### src/rtl/core/plbp_pkg.sv
// Shared constants and types for the position log block packer.
`timescale 1ns / 1ps
`default_nettype none

package plbp_pkg;

    localparam int BLOCK_BYTES = 256;
    localparam int HDR_LEN     = 16;
    localparam int REC_LEN     = 6;
    localparam int FILL_W      = $clog2(BLOCK_BYTES + 1);
    localparam int IDX_W       = $clog2(HDR_LEN);
    localparam int Q_DEPTH     = 2;
    localparam int QPTR_W      = $clog2(Q_DEPTH);
    localparam int QCNT_W      = $clog2(Q_DEPTH + 1);

    // Block closes once fewer than REC_LEN bytes of room remain.
    localparam logic [FILL_W-1:0] CLOSE_AT = FILL_W'(BLOCK_BYTES - REC_LEN);

    // x / 10000 = (x >> 4) / 625; (n * RECIP) >> RECIP_SHIFT is exact for n < 2^26.
    localparam logic [26:0] RECIP       = 27'd109951163;
    localparam int          RECIP_SHIFT = 36;
    localparam logic [13:0] GEO_DIV     = 14'd10000;

    typedef logic [7:0] byte_t;

    typedef struct packed {
        logic                      hdr;
        logic                      close;
        logic [HDR_LEN-1:0][7:0]   bytes;
    } entry_t;

endpackage

`default_nettype wire

### src/rtl/core/plbp_if.sv
// Record and byte channel interfaces.
`timescale 1ns / 1ps
`default_nettype none

interface plbp_in_if;
    logic        valid;
    logic        ready;
    logic [4:0]  day;
    logic [3:0]  month;
    logic [3:0]  route_id;
    logic        direction;
    logic [23:0] distance_m;
    logic [15:0] altitude;
    logic [29:0] lat_code;
    logic [29:0] lon_code;
    logic [4:0]  hour;
    logic [5:0]  minute;
    logic [5:0]  second;
    logic [6:0]  speed;

    modport source (
        output valid, day, month, route_id, direction, distance_m, altitude,
               lat_code, lon_code, hour, minute, second, speed,
        input  ready
    );
    modport sink (
        input  valid, day, month, route_id, direction, distance_m, altitude,
               lat_code, lon_code, hour, minute, second, speed,
        output ready
    );
endinterface

interface plbp_out_if;
    logic       valid;
    logic       ready;
    logic [7:0] out_byte;
    logic       last_of_item;
    logic       block_end;

    modport source (output valid, out_byte, last_of_item, block_end, input ready);
    modport sink   (input valid, out_byte, last_of_item, block_end, output ready);
endinterface

`default_nettype wire

### src/rtl/core/position_log_block_packer.sv
// Path: a record passes front stages s1, s2, s3, the queue, the current-entry register
// and the output register. Throughput: one byte per cycle while log.ready is held, set
// by the single-byte output register; records are taken every cycle while the
// three-stage front pipe and the two-entry queue have room.
// Reset: asynchronous; next record is a header, block fill and base distance cleared.
`timescale 1ns / 1ps
`default_nettype none

module position_log_block_packer (
    input  wire logic  clk,
    input  wire logic  rst_n,
    plbp_in_if.sink    rec,
    plbp_out_if.source log
);

    logic              push_valid, push_ready;
    plbp_pkg::entry_t  push_entry;
    logic              pop_valid, pop_ready;
    plbp_pkg::entry_t  pop_entry;

    plbp_front u_front (
        .clk        (clk),
        .rst_n      (rst_n),
        .rec        (rec),
        .push_valid (push_valid),
        .push_entry (push_entry),
        .push_ready (push_ready)
    );

    plbp_queue u_queue (
        .clk        (clk),
        .rst_n      (rst_n),
        .push_valid (push_valid),
        .push_entry (push_entry),
        .push_ready (push_ready),
        .pop_valid  (pop_valid),
        .pop_entry  (pop_entry),
        .pop_ready  (pop_ready)
    );

    plbp_back u_back (
        .clk       (clk),
        .rst_n     (rst_n),
        .pop_valid (pop_valid),
        .pop_entry (pop_entry),
        .pop_ready (pop_ready),
        .log       (log)
    );

endmodule

`default_nettype wire

### src/rtl/core/plbp_front.sv
// Front end: accepts records, tracks block fill and builds byte entries.
`timescale 1ns / 1ps
`default_nettype none

module plbp_front (
    input  wire logic            clk,
    input  wire logic            rst_n,
    plbp_in_if.sink              rec,
    output logic                 push_valid,
    output plbp_pkg::entry_t     push_entry,
    input  wire logic            push_ready
);

    logic                          header_pending_reg, header_pending_next;
    logic [plbp_pkg::FILL_W-1:0]   byte_fill_reg, byte_fill_next;
    logic [23:0]                   base_distance_reg, base_distance_next;

    logic                          s1_valid_reg, s2_valid_reg, s3_valid_reg;
    plbp_pkg::entry_t              s1_entry_reg, s2_entry_reg, s3_entry_reg;
    plbp_pkg::entry_t              s3_entry_next;
    logic [29:0]                   s1_lat_reg, s1_lon_reg, s2_lat_reg, s2_lon_reg;
    logic [16:0]                   s2_qlat_reg, s2_qlon_reg;

    logic                          adv;
    logic                          accept;
    plbp_pkg::entry_t              s1_entry_next;
    logic [plbp_pkg::FILL_W-1:0]   fill_new;
    logic [9:0]                    spd10;
    logic [15:0]                   delta;
    logic [52:0]                   prod_lat, prod_lon;
    logic [30:0]                   qd_lat, qd_lon;
    logic [13:0]                   rem_lat, rem_lon;

    // Whole pipe moves together; it only halts when the last stage cannot push.
    assign adv        = !s3_valid_reg || push_ready;
    assign accept     = rec.valid && adv;
    assign rec.ready  = adv;
    assign push_valid = s3_valid_reg;
    assign push_entry = s3_entry_reg;

    // Classification and block bookkeeping
    always_comb
    begin
        fill_new = header_pending_reg ? plbp_pkg::FILL_W'(plbp_pkg::HDR_LEN)
                                      : byte_fill_reg + plbp_pkg::FILL_W'(plbp_pkg::REC_LEN);
        spd10 = 10'({rec.speed, 3'b000} + {2'b00, rec.speed, 1'b0});
        delta = rec.distance_m[15:0] - base_distance_reg[15:0];

        s1_entry_next       = '0;
        s1_entry_next.hdr   = header_pending_reg;
        s1_entry_next.close = fill_new > plbp_pkg::CLOSE_AT;
        if (header_pending_reg)
        begin
            s1_entry_next.bytes[0] = {3'b000, rec.day};
            s1_entry_next.bytes[1] = {rec.route_id, rec.month};
            s1_entry_next.bytes[2] = {7'b0000000, rec.direction};
            s1_entry_next.bytes[3] = rec.distance_m[23:16];
            s1_entry_next.bytes[4] = rec.distance_m[15:8];
            s1_entry_next.bytes[5] = rec.distance_m[7:0];
            s1_entry_next.bytes[6] = rec.altitude[15:8];
            s1_entry_next.bytes[7] = rec.altitude[7:0];
        end
        else
        begin
            s1_entry_next.bytes[0] = {rec.minute[2:0], rec.second[5:1]};
            s1_entry_next.bytes[1] = {rec.hour, rec.minute[5:3]};
            s1_entry_next.bytes[2] = {6'b000000, spd10[9:8]};
            s1_entry_next.bytes[3] = spd10[7:0];
            s1_entry_next.bytes[4] = delta[7:0];
            s1_entry_next.bytes[5] = delta[15:8];
        end

        header_pending_next = header_pending_reg;
        byte_fill_next      = byte_fill_reg;
        base_distance_next  = base_distance_reg;
        if (accept)
        begin
            if (header_pending_reg)
            begin
                base_distance_next = rec.distance_m;
            end
            if (s1_entry_next.close)
            begin
                header_pending_next = 1'b1;
                byte_fill_next      = '0;
            end
            else
            begin
                header_pending_next = 1'b0;
                byte_fill_next      = fill_new;
            end
        end
    end

    // Quotient by reciprocal, then remainder by back-multiplication
    always_comb
    begin
        prod_lat = 53'(s1_lat_reg[29:4]) * 53'(plbp_pkg::RECIP);
        prod_lon = 53'(s1_lon_reg[29:4]) * 53'(plbp_pkg::RECIP);
        qd_lat   = 31'(s2_qlat_reg) * 31'(plbp_pkg::GEO_DIV);
        qd_lon   = 31'(s2_qlon_reg) * 31'(plbp_pkg::GEO_DIV);
        rem_lat  = 14'(s2_lat_reg - qd_lat[29:0]);
        rem_lon  = 14'(s2_lon_reg - qd_lon[29:0]);

        s3_entry_next = s2_entry_reg;
        if (s2_entry_reg.hdr)
        begin
            s3_entry_next.bytes[8]  = s2_qlat_reg[15:8];
            s3_entry_next.bytes[9]  = s2_qlat_reg[7:0];
            s3_entry_next.bytes[10] = {2'b00, rem_lat[13:8]};
            s3_entry_next.bytes[11] = rem_lat[7:0];
            s3_entry_next.bytes[12] = s2_qlon_reg[15:8];
            s3_entry_next.bytes[13] = s2_qlon_reg[7:0];
            s3_entry_next.bytes[14] = {2'b00, rem_lon[13:8]};
            s3_entry_next.bytes[15] = rem_lon[7:0];
        end
    end

    always_ff @(posedge clk or negedge rst_n)
    begin
        if (!rst_n)
        begin
            header_pending_reg <= 1'b1;
            byte_fill_reg      <= '0;
            base_distance_reg  <= '0;
            s1_valid_reg       <= 1'b0;
            s2_valid_reg       <= 1'b0;
            s3_valid_reg       <= 1'b0;
        end
        else
        begin
            header_pending_reg <= header_pending_next;
            byte_fill_reg      <= byte_fill_next;
            base_distance_reg  <= base_distance_next;
            if (adv)
            begin
                s1_valid_reg <= accept;
                s2_valid_reg <= s1_valid_reg;
                s3_valid_reg <= s2_valid_reg;
            end
        end
    end

    always_ff @(posedge clk)
    begin
        if (adv)
        begin
            s1_entry_reg <= s1_entry_next;
            s1_lat_reg   <= rec.lat_code;
            s1_lon_reg   <= rec.lon_code;

            s2_entry_reg <= s1_entry_reg;
            s2_lat_reg   <= s1_lat_reg;
            s2_lon_reg   <= s1_lon_reg;
            s2_qlat_reg  <= prod_lat[plbp_pkg::RECIP_SHIFT +: 17];
            s2_qlon_reg  <= prod_lon[plbp_pkg::RECIP_SHIFT +: 17];

            s3_entry_reg <= s3_entry_next;
        end
    end

endmodule

`default_nettype wire

### src/rtl/core/plbp_queue.sv
// Short entry queue between the front end and the byte serialiser.
`timescale 1ns / 1ps
`default_nettype none

module plbp_queue (
    input  wire logic              clk,
    input  wire logic              rst_n,
    input  wire logic              push_valid,
    input  wire plbp_pkg::entry_t  push_entry,
    output logic                   push_ready,
    output logic                   pop_valid,
    output plbp_pkg::entry_t       pop_entry,
    input  wire logic              pop_ready
);

    plbp_pkg::entry_t              mem [plbp_pkg::Q_DEPTH];
    logic [plbp_pkg::QPTR_W-1:0]   wr_ptr_reg, wr_ptr_next;
    logic [plbp_pkg::QPTR_W-1:0]   rd_ptr_reg, rd_ptr_next;
    logic [plbp_pkg::QCNT_W-1:0]   count_reg, count_next;
    logic                          push, pop;

    assign push_ready = count_reg != plbp_pkg::QCNT_W'(plbp_pkg::Q_DEPTH);
    assign pop_valid  = count_reg != '0;
    assign pop_entry  = mem[rd_ptr_reg];
    assign push       = push_valid && push_ready;
    assign pop        = pop_valid && pop_ready;

    always_comb
    begin
        wr_ptr_next = wr_ptr_reg;
        rd_ptr_next = rd_ptr_reg;
        if (push)
        begin
            wr_ptr_next = (wr_ptr_reg == plbp_pkg::QPTR_W'(plbp_pkg::Q_DEPTH - 1))
                        ? '0 : wr_ptr_reg + 1'b1;
        end
        if (pop)
        begin
            rd_ptr_next = (rd_ptr_reg == plbp_pkg::QPTR_W'(plbp_pkg::Q_DEPTH - 1))
                        ? '0 : rd_ptr_reg + 1'b1;
        end
        count_next = count_reg + plbp_pkg::QCNT_W'(push) - plbp_pkg::QCNT_W'(pop);
    end

    always_ff @(posedge clk or negedge rst_n)
    begin
        if (!rst_n)
        begin
            wr_ptr_reg <= '0;
            rd_ptr_reg <= '0;
            count_reg  <= '0;
        end
        else
        begin
            wr_ptr_reg <= wr_ptr_next;
            rd_ptr_reg <= rd_ptr_next;
            count_reg  <= count_next;
        end
    end

    always_ff @(posedge clk)
    begin
        if (push)
        begin
            mem[wr_ptr_reg] <= push_entry;
        end
    end

endmodule

`default_nettype wire

### src/rtl/core/plbp_back.sv
// Back end: walks each entry out one byte per transaction through an output register.
`timescale 1ns / 1ps
`default_nettype none

module plbp_back (
    input  wire logic              clk,
    input  wire logic              rst_n,
    input  wire logic              pop_valid,
    input  wire plbp_pkg::entry_t  pop_entry,
    output logic                   pop_ready,
    plbp_out_if.source             log
);

    plbp_pkg::entry_t             cur_reg;
    logic                         cur_valid_reg, cur_valid_next;
    logic [plbp_pkg::IDX_W-1:0]   idx_reg, idx_next;
    logic                         out_valid_reg, out_valid_next;
    plbp_pkg::byte_t              out_byte_reg;
    logic                         out_last_reg, out_end_reg;

    logic                         load, pop, cur_last;
    logic [plbp_pkg::IDX_W-1:0]   last_idx;

    assign last_idx  = cur_reg.hdr ? plbp_pkg::IDX_W'(plbp_pkg::HDR_LEN - 1)
                                   : plbp_pkg::IDX_W'(plbp_pkg::REC_LEN - 1);
    assign cur_last  = idx_reg == last_idx;
    assign load      = cur_valid_reg && (!out_valid_reg || log.ready);
    assign pop_ready = !cur_valid_reg || (load && cur_last);
    assign pop       = pop_valid && pop_ready;

    assign log.valid        = out_valid_reg;
    assign log.out_byte     = out_byte_reg;
    assign log.last_of_item = out_last_reg;
    assign log.block_end    = out_end_reg;

    always_comb
    begin
        cur_valid_next = cur_valid_reg;
        idx_next       = idx_reg;
        if (load)
        begin
            idx_next = idx_reg + 1'b1;
            if (cur_last)
            begin
                cur_valid_next = 1'b0;
            end
        end
        if (pop)
        begin
            cur_valid_next = 1'b1;
            idx_next       = '0;
        end

        out_valid_next = out_valid_reg;
        if (load)
        begin
            out_valid_next = 1'b1;
        end
        else if (log.ready)
        begin
            out_valid_next = 1'b0;
        end
    end

    always_ff @(posedge clk or negedge rst_n)
    begin
        if (!rst_n)
        begin
            cur_valid_reg <= 1'b0;
            idx_reg       <= '0;
            out_valid_reg <= 1'b0;
        end
        else
        begin
            cur_valid_reg <= cur_valid_next;
            idx_reg       <= idx_next;
            out_valid_reg <= out_valid_next;
        end
    end

    always_ff @(posedge clk)
    begin
        if (pop)
        begin
            cur_reg <= pop_entry;
        end
        if (load)
        begin
            out_byte_reg <= cur_reg.bytes[idx_reg];
            out_last_reg <= cur_last;
            out_end_reg  <= cur_last && cur_reg.close;
        end
    end

`ifndef SYNTH
    a_end_is_last: assert property (@(posedge clk) disable iff (!rst_n)
        log.valid && log.block_end |-> log.last_of_item)
        else $error("block_end without last_of_item");

    a_idx_in_range: assert property (@(posedge clk) disable iff (!rst_n)
        cur_valid_reg |-> idx_reg <= last_idx)
        else $error("byte index past end of entry");

    a_pop_restarts: assert property (@(posedge clk) disable iff (!rst_n)
        pop |=> cur_valid_reg && idx_reg == '0)
        else $error("new entry not started at byte zero");
`endif

endmodule

`default_nettype wire

### src/flat_wrapper.sv
// flat-port wrapper written by rule: the top's interface ports become plain ports
module position_log_block_packer_flat 
  (clk, rst_n, rec_valid, rec_day, rec_month, rec_route_id, rec_direction, rec_distance_m, rec_altitude, rec_lat_code, rec_lon_code, rec_hour, rec_minute, rec_second, rec_speed, rec_ready, log_valid, log_out_byte, log_last_of_item, log_block_end, log_ready);
  plbp_in_if rec_i ();
  plbp_out_if log_i ();
  input  wire logic clk;
  input  wire logic rst_n;
  input wire logic [$bits(rec_i.valid)-1:0] rec_valid;
  input wire logic [$bits(rec_i.day)-1:0] rec_day;
  input wire logic [$bits(rec_i.month)-1:0] rec_month;
  input wire logic [$bits(rec_i.route_id)-1:0] rec_route_id;
  input wire logic [$bits(rec_i.direction)-1:0] rec_direction;
  input wire logic [$bits(rec_i.distance_m)-1:0] rec_distance_m;
  input wire logic [$bits(rec_i.altitude)-1:0] rec_altitude;
  input wire logic [$bits(rec_i.lat_code)-1:0] rec_lat_code;
  input wire logic [$bits(rec_i.lon_code)-1:0] rec_lon_code;
  input wire logic [$bits(rec_i.hour)-1:0] rec_hour;
  input wire logic [$bits(rec_i.minute)-1:0] rec_minute;
  input wire logic [$bits(rec_i.second)-1:0] rec_second;
  input wire logic [$bits(rec_i.speed)-1:0] rec_speed;
  output wire logic [$bits(rec_i.ready)-1:0] rec_ready;
  output wire logic [$bits(log_i.valid)-1:0] log_valid;
  output wire logic [$bits(log_i.out_byte)-1:0] log_out_byte;
  output wire logic [$bits(log_i.last_of_item)-1:0] log_last_of_item;
  output wire logic [$bits(log_i.block_end)-1:0] log_block_end;
  input wire logic [$bits(log_i.ready)-1:0] log_ready;
  assign rec_i.valid = rec_valid;
  assign rec_i.day = rec_day;
  assign rec_i.month = rec_month;
  assign rec_i.route_id = rec_route_id;
  assign rec_i.direction = rec_direction;
  assign rec_i.distance_m = rec_distance_m;
  assign rec_i.altitude = rec_altitude;
  assign rec_i.lat_code = rec_lat_code;
  assign rec_i.lon_code = rec_lon_code;
  assign rec_i.hour = rec_hour;
  assign rec_i.minute = rec_minute;
  assign rec_i.second = rec_second;
  assign rec_i.speed = rec_speed;
  assign rec_ready = rec_i.ready;
  assign log_valid = log_i.valid;
  assign log_out_byte = log_i.out_byte;
  assign log_last_of_item = log_i.last_of_item;
  assign log_block_end = log_i.block_end;
  assign log_i.ready = log_ready;
  position_log_block_packer u_core (.clk(clk), .rst_n(rst_n), .rec(rec_i), .log(log_i));
endmodule
### config.mk
export PLATFORM = sky130hd
export DESIGN_NAME = position_log_block_packer_flat
export DESIGN_NICKNAME = d
export VERILOG_FILES = /design/src/rtl/core/plbp_pkg.sv /design/src/rtl/core/plbp_if.sv /design/src/rtl/core/position_log_block_packer.sv /design/src/rtl/core/plbp_front.sv /design/src/rtl/core/plbp_queue.sv /design/src/rtl/core/plbp_back.sv /design/src/flat_wrapper.sv
export SDC_FILE = /design/constraint.sdc
export NUM_CORES = 2
export LEC_CHECK = 0
export ABC_AREA = 0
export BUFFER_PORTS_ARGS = -buffer_cell sky130_fd_sc_hd__buf_2
export CORE_ASPECT_RATIO = 2
export CORE_MARGIN = 2
export CORE_UTILIZATION = 50
export CTS_BUF_LIST = sky130_fd_sc_hd__clkbuf_2
export DETAILED_ROUTE_END_ITERATION = 10
export GPL_ROUTABILITY_DRIVEN = 0
export PLACE_DENSITY = 0.69
export SLEW_MARGIN = 25
export SYNTH_ARGS = -nofsm -noshare
export SYNTH_HDL_FRONTEND = slang
export SYNTH_HIERARCHICAL = 1
export SYNTH_SLANG_ARGS = --single-unit
### constraint.sdc
create_clock -name clk -period 13.82 [get_ports clk]
set_input_delay 1.382 -clock clk [delete_from_list [all_inputs] [get_ports clk]]
set_output_delay 1.382 -clock clk [all_outputs]
set_load 0.02 [all_outputs]
======== Yosys cells after proc, flatten, opt, wreduce, memory -nomap -nowiden ========
Memory sizes are Yosys's and may differ from the RTL's. A register that Yosys moved wholly into a read port is not among the register bits.
Index checks and enable logic that the tools add are counted.
operators by class
  add/subtract/negate cells ............... 10
  multiplexer cells ....................... 18
  multiply operators ...................... 4
  equality and inequality tests ........... 2
  magnitude comparators ................... 2
  reductions and logical operators ........ 18
operators by type and width
  operator                                              number
  multiplier 26 x 27 -> 53 bit (second input constant)  2
  2-to-1 mux 48 bit                                     1
  multiplier 17 x 10 -> 10 bit (second input constant)  2
  binary-select mux 8 bit (select 4 bit)                1
  subtractor 14 bit                                     2
  2-to-1 mux 9 bit                                      2
  subtractor 16 bit                                     1
  2-to-1 mux 4 bit                                      3
  adder 10 x 8 -> 10 bit                                1
  2-to-1 mux 1 bit                                      10
  adder 9 x 3 -> 9 bit (second input constant)          1
  > comparator 9 x 8 -> 1 bit (second input constant)   1
  2-to-1 mux 8 bit                                      1
  nonzero test 2 bit                                    4
  logical AND 1 bit                                     6
  < comparator 4 x 5 -> 1 bit (second input constant)   1
  adder 4 x 1 -> 4 bit (second input constant)          1
  == test 4 bit                                         1
  AND reduction 2 bit                                   2
  logical NOT 1 bit                                     3
  logical OR 1 bit                                      3
  adder 1 bit (second input constant)                   2
  adder 2 x 1 -> 2 bit                                  1
  inequality test 2 bit (second input constant)         1
  subtractor 2 x 1 -> 2 bit                             1
storage, ports and cells
  memories ................................ 1
  register bits ........................... 445
  input port bits ......................... 142
  logic and storage cells ................. 118
  bits in writable memories ............... 252
memory list
  memory              words  width  rd ports  clocked after memory_dff  wr ports  RTL line          RTL
  u_core.u_queue.mem  2      126    1         1                         1         plbp_queue.sv:16  plbp_pkg::entry_t mem [plbp_pkg::Q_DEPTH];

======== Logic depth before layout (Yosys ltp) ========
  word-level depth ........................ 8
  gate-level depth with buffers ........... 27
  mapped depth without buffers ............ 27

======== Hierarchy ========
The synthesis kept the hierarchy.
modules (own cells, without submodules)
  module      times used  cells each  area an instance (um^2)  sequential area each (um^2)
  plbp_front  1           3343        39626.8                  11537.3
  plbp_queue  1           427         9975.8                   7907.6
  plbp_back   1           241         5600.4                   4354.2

======== Worst setup path after synthesis ========
OpenSTA, ideal clock, no wires.
  kind .................................... reg2reg
  start point ............................. reg u_core/u_queue/count_reg[0] (netlist name)
  end point ............................... reg u_core.u_front.base_distance_reg[10]
  data arrival time ....................... 13.926 ns
  cell stages (with the launch flop) ...... 7
  clock period less this slack ............ 14.051 ns
  path slack .............................. -0.231 ns
  library setup time ...................... 0.125 ns
  cells stage by stage .................... dfrtp_1 > nand2b_1 > nand2b_1 > clkbuf_1 > nand3_1 > clkbuf_1 > mux2_2
between the ends
  cells in the longest elaborated chain, start to end .. 4
ends and longest elaborated chain
  what                                  RTL line                         RTL
  from (decl)                           plbp_queue.sv:19                 logic [plbp_pkg::QCNT_W-1:0] count_reg, count_next;
  from (signal assigned)                plbp_queue.sv:57                 count_reg <= count_next;
  inequality test 2 bit                 plbp_queue.sv:22                 assign push_ready = count_reg != plbp_pkg::QCNT_W'(plbp_pkg::Q_DEPTH);
  via u_core.push_ready                 position_log_block_packer.sv:16  logic push_valid, push_ready;
  logical OR 1 bit                      plbp_front.sv:35                 assign adv = !s3_valid_reg || push_ready;
  via rec_ready                         flat_wrapper.sv:21               output wire logic [$bits(rec_i.ready)-1:0] rec_ready;
  logical AND 1 bit                     plbp_front.sv:36                 assign accept = rec.valid && adv;
  AND reduction 2 bit (no source line)  --
  to (signal assigned)                  plbp_front.sv:134                base_distance_reg <= base_distance_next;
  to (decl)                             plbp_front.sv:16                 logic [23:0] base_distance_reg, base_distance_next;
The timed path passes the listed nets, and every way through them passes these cells.
A chain may end at the register's enable or synchronous reset.

======== Worst setup path after layout ========
  start point ............................. reg u_core.u_front.s1_lat_reg[10]
  end point ............................... reg u_core.u_front.s2_qlat_reg[13] (data pin)
between the ends
  cells in the longest elaborated chain, start to end .. 1
ends and longest elaborated chain
  what                             RTL line           RTL
  from (decl)                      plbp_front.sv:21   logic [29:0] s1_lat_reg, s1_lon_reg, s2_lat_reg, s2_lon_reg;
  from (signal assigned)           plbp_front.sv:149  s1_lat_reg <= rec.lat_code;
  multiplier 26 x 27 -> 53 bit     plbp_front.sv:98   prod_lat = 53'(s1_lat_reg[29:4]) * 53'(plbp_pkg::RECIP);
  via u_core.u_front.prod_lat[49]  plbp_front.sv:30   logic [52:0] prod_lat, prod_lon;
  to (signal assigned)             plbp_front.sv:155  s2_qlat_reg <= prod_lat[plbp_pkg::RECIP_SHIFT +: 17];
  to (decl)                        plbp_front.sv:22   logic [16:0] s2_qlat_reg, s2_qlon_reg;
The timed path passes the listed nets, and every way through them passes these cells.

==> out/results.txt <==
Bufs on Longest Clock Path = 3
Min Clock Period, post-route = 8100 ps
Area growth syn-to-layout = 8.80%
Drt pass-1 iters = 5
Ys flop type = sky130_fd_sc_hd__edfxtp_1
Clk Latency, worst-skew pair = 1370 ps
Antenna violations before repair = 6
Crit path DAT = 9090 ps
Final WS setup = 5720 ps
Number of failing setup endpoints in the final timing report = 0
Count of flip-flops with a built-in enable after synthesis = 760
Origin of the critical flop-to-flop path = u_core/u_front/s1_lat_reg[10]$_DFFE_PN_
Placeable core area = 110000 um^2
Total DRC errors in the routed layout = 0
Worst-case hold path end point = u_core/u_front/push_entry[45]$_DFFE_PN_
RSZ-0062 raised after global routing = false
Proportion of layout cells with a drive suffix above 1 = 14.2%
CTS Buf Count = 173
Hold crit path type = reg -> reg
Starting Density = 50.3%
CTS tree = done
Iteration-0 DRC count of the detailed router = 1124
Post-Syn Area = 55200 um^2
Sequential cell area fraction in the yosys report = 43.1%
Net total in the final layout = 5721
Gate count of the mapped netlist = 4011
Pre-CTS setup slack = 5870 ps
Total Negative Setup Slacks = 0 ps
Commonest cells post-synth = sky130_fd_sc_hd__inv_1, sky130_fd_sc_hd__edfxtp_1, sky130_fd_sc_hd__fa_1
Number of endpoints with negative hold slack in the final report = 0
Worst setup path category = reg -> reg
Worst hold start = u_core/u_front/s2_entry_reg[45]$_DFFE_PN_
R2R Path End = u_core/u_front/s2_qlat_reg[13]$_DFFE_PN_
GRT Total Usage = 22.7%
Maximum number of pins on one net before global-route repair = 167
Element type at the critical path start = flip-flop
Highest net fanout along the worst path = 8
Row count = 172
Total wire length = 124000 um
Total die area = 113000 um^2
Placed inst area = 57500 um^2
# clock sinks = 799
Post-route insts no fill = 5918
I/O pin cnt = 154
Tightest slew margin relative to the limit = 36.2%
Maximum operating frequency = 123 MHz
Clk root buf = sky130_fd_sc_hd__clkbuf_2
Least-Margin Pin Slew = 954 ps
Number of nets still failing antenna checks after routing = 0
IO Port Bufs = 152
Setup slack of the most critical reg-to-reg path = 5720 ps
Cell area after layout = 60100 um^2
Fraction of synthesized cell area taken by the top area cell type = 41.3%
Synthesis Warnings = 6
Total congestion overflow after global routing = 0
Placed wire-length estimate after detailed placement = 99400 um
Number of placed instances, taps included = 5528
Min-Delay Path Depth = 0
Count of maximum capacitance violations = 0
Setup clock skew after layout = 134 ps
Period utilisation layout = 58.6%
Most repeated cell in the gate-level netlist after synthesis = sky130_fd_sc_hd__inv_1
Capturing element type of the critical path = flip-flop
Distinct cell type count of the synthesized netlist = 79
Number of fill cells = 9144
Dominant cells by area after synthesis = sky130_fd_sc_hd__edfxtp_1, sky130_fd_sc_hd__fa_1, sky130_fd_sc_hd__ha_1, sky130_fd_sc_hd__inv_1, sky130_fd_sc_hd__mux2_4
Die X-Extent = 239 um
Global-route wire length before repair = 187000 um
Total of flip-flops plus latches after synthesis = 799
Syn avg cell area = 13.8 um^2
Final Slew Violations = 0
Synth async-reset ratio = 4.88%
Status = finished clean
Ratio of routed vias to standard cells = 5.11
Cell taking the most area after synthesis = sky130_fd_sc_hd__edfxtp_1
Number of flip-flops under the largest register name = 260
Die Height = 474 um
Number of global-route vias before repair = 33837
Number of cells traversed by the worst register-to-register path = 27
Average wire per cell in the routed design = 21.0 um
Clock transition at the registers of the reported paths = 120 ps
Data required time at the worst endpoint = 14810 ps
Count of vias placed by the detailed router = 30259
# H-tree levels = 4
-- stage by stage --
stage / util (%) / hold WS [ps]
finish: 54.7 / 323
floorplan: - / 400
global placement: 52.4 / 401
detailed placement: 52.4 / 405
global route: 54.7 / 94.6
CTS: 54.7 / 3.05
-- routing by layer --
metal | GRT usage, % | part of all wire [%] | wire length [um]
met5 | 0 | 0.010 | 13
met4 | 19.1 | 9.1 | 11300
met3 | 3.45 | 3.2 | 4000
met2 | 43.4 | 56 | 69300
met1 | 20.6 | 32 | 39400
-- layout make-up --
type	instances	area, um^2	share of cell area [%]
Clock buffer	232	1160	1.93
Antenna cell	4	10.0	0.0167
Timing Repair Buffer	242	1630	2.71
Inverter	1085	4070	6.78
Tap cell	1392	1740	2.90
Multi-Input combinational cell	2081	27000	44.9
Clock inverter	83	651	1.08
Sequential cell	799	23800	39.6
-- critical path, stage by stage, from the launching register on --
cell and delay (ps):
sky130_fd_sc_hd__edfxtp_1 610, sky130_fd_sc_hd__inv_1 150, sky130_fd_sc_hd__ha_1 340, sky130_fd_sc_hd__inv_1 140, sky130_fd_sc_hd__fa_1 580, sky130_fd_sc_hd__inv_1 80
sky130_fd_sc_hd__fa_1 630, sky130_fd_sc_hd__inv_1 90, sky130_fd_sc_hd__fa_1 510, sky130_fd_sc_hd__inv_1 60, sky130_fd_sc_hd__fa_1 530, sky130_fd_sc_hd__inv_1 50
sky130_fd_sc_hd__fa_1 490, sky130_fd_sc_hd__inv_1 60, sky130_fd_sc_hd__fa_1 480, sky130_fd_sc_hd__inv_1 50, sky130_fd_sc_hd__ha_1 300, sky130_fd_sc_hd__nand3_1 150
sky130_fd_sc_hd__nor3_1 260, sky130_fd_sc_hd__nand3_1 100, sky130_fd_sc_hd__o211ai_1 680, sky130_fd_sc_hd__o2111ai_2 220, sky130_fd_sc_hd__o22ai_2 340, sky130_fd_sc_hd__o211ai_2 150
sky130_fd_sc_hd__and4b_1 270, sky130_fd_sc_hd__o21bai_2 190, sky130_fd_sc_hd__a21oi_2 80, sky130_fd_sc_hd__xnor2_1 130
-- worst max-delay path by stage --
stage,slack (ps),cells past startpoint,from,end
after detailed placement,5870,25,u_core/u_front/s1_lon_reg[10]$_DFFE_PN_,u_core/u_front/s2_qlon_reg[9]$_DFFE_PN_
after floorplan,5190,3,log_ready,u_core/u_back/cur_reg[0]$_DFFE_PP_
after global placement,5950,24,u_core/u_front/s1_lat_reg[17]$_DFFE_PN_,u_core/u_front/s2_qlat_reg[2]$_DFFE_PN_
after global routing,5440,26,u_core/u_front/s1_lat_reg[10]$_DFFE_PN_,u_core/u_front/s2_qlat_reg[13]$_DFFE_PN_
after CTS,5780,27,u_core/u_front/s1_lat_reg[10]$_DFFE_PN_,u_core/u_front/s2_qlat_reg[13]$_DFFE_PN_
final,5720,27,u_core/u_front/s1_lat_reg[10]$_DFFE_PN_,u_core/u_front/s2_qlat_reg[13]$_DFFE_PN_
-- logic make-up (layout without fill, tap and decap cells) --
family | count (synthesis) | count (layout) | synth area share, %
fa+ha+maj | 1197 | 1197 | 35.5
buf+inv | 1140 | 1642 | 8.12
flops | 799 | 799 | 43.1
simple gates | 312 | 312 | 3.02
compound gates | 264 | 264 | 3.24
mux | 201 | 201 | 5.46
xor+xnor | 97 | 97 | 1.54
other cells | 1 | 14 | 0.00679
-- layout by cell type (no fill, tap or decap), types with 59 or more instances in the layout --
master                          count
sky130_fd_sc_hd__mux2_4            90
sky130_fd_sc_hd__clkinv_1          59
sky130_fd_sc_hd__and2_1            72
sky130_fd_sc_hd__mux2_2            71
sky130_fd_sc_hd__clkbuf_2         232
sky130_fd_sc_hd__ha_1             581
sky130_fd_sc_hd__inv_1           1084
sky130_fd_sc_hd__buf_2            152
sky130_fd_sc_hd__dlygate4sd3_1     71
sky130_fd_sc_hd__a21oi_1           65
sky130_fd_sc_hd__edfxtp_1         760
sky130_fd_sc_hd__fa_1             616
sky130_fd_sc_hd__xnor2_1           59
-- what timing repair did --
action	in CTS	in global routing
hold buffers	71	0
buffers inserted	0	0
endpoints found under the hold margin	106	0
resized for setup	0	0
Power is left out: the tool's default activity adds up to more than one toggle a clock period on the data nets, which glitch-free logic cannot reach.
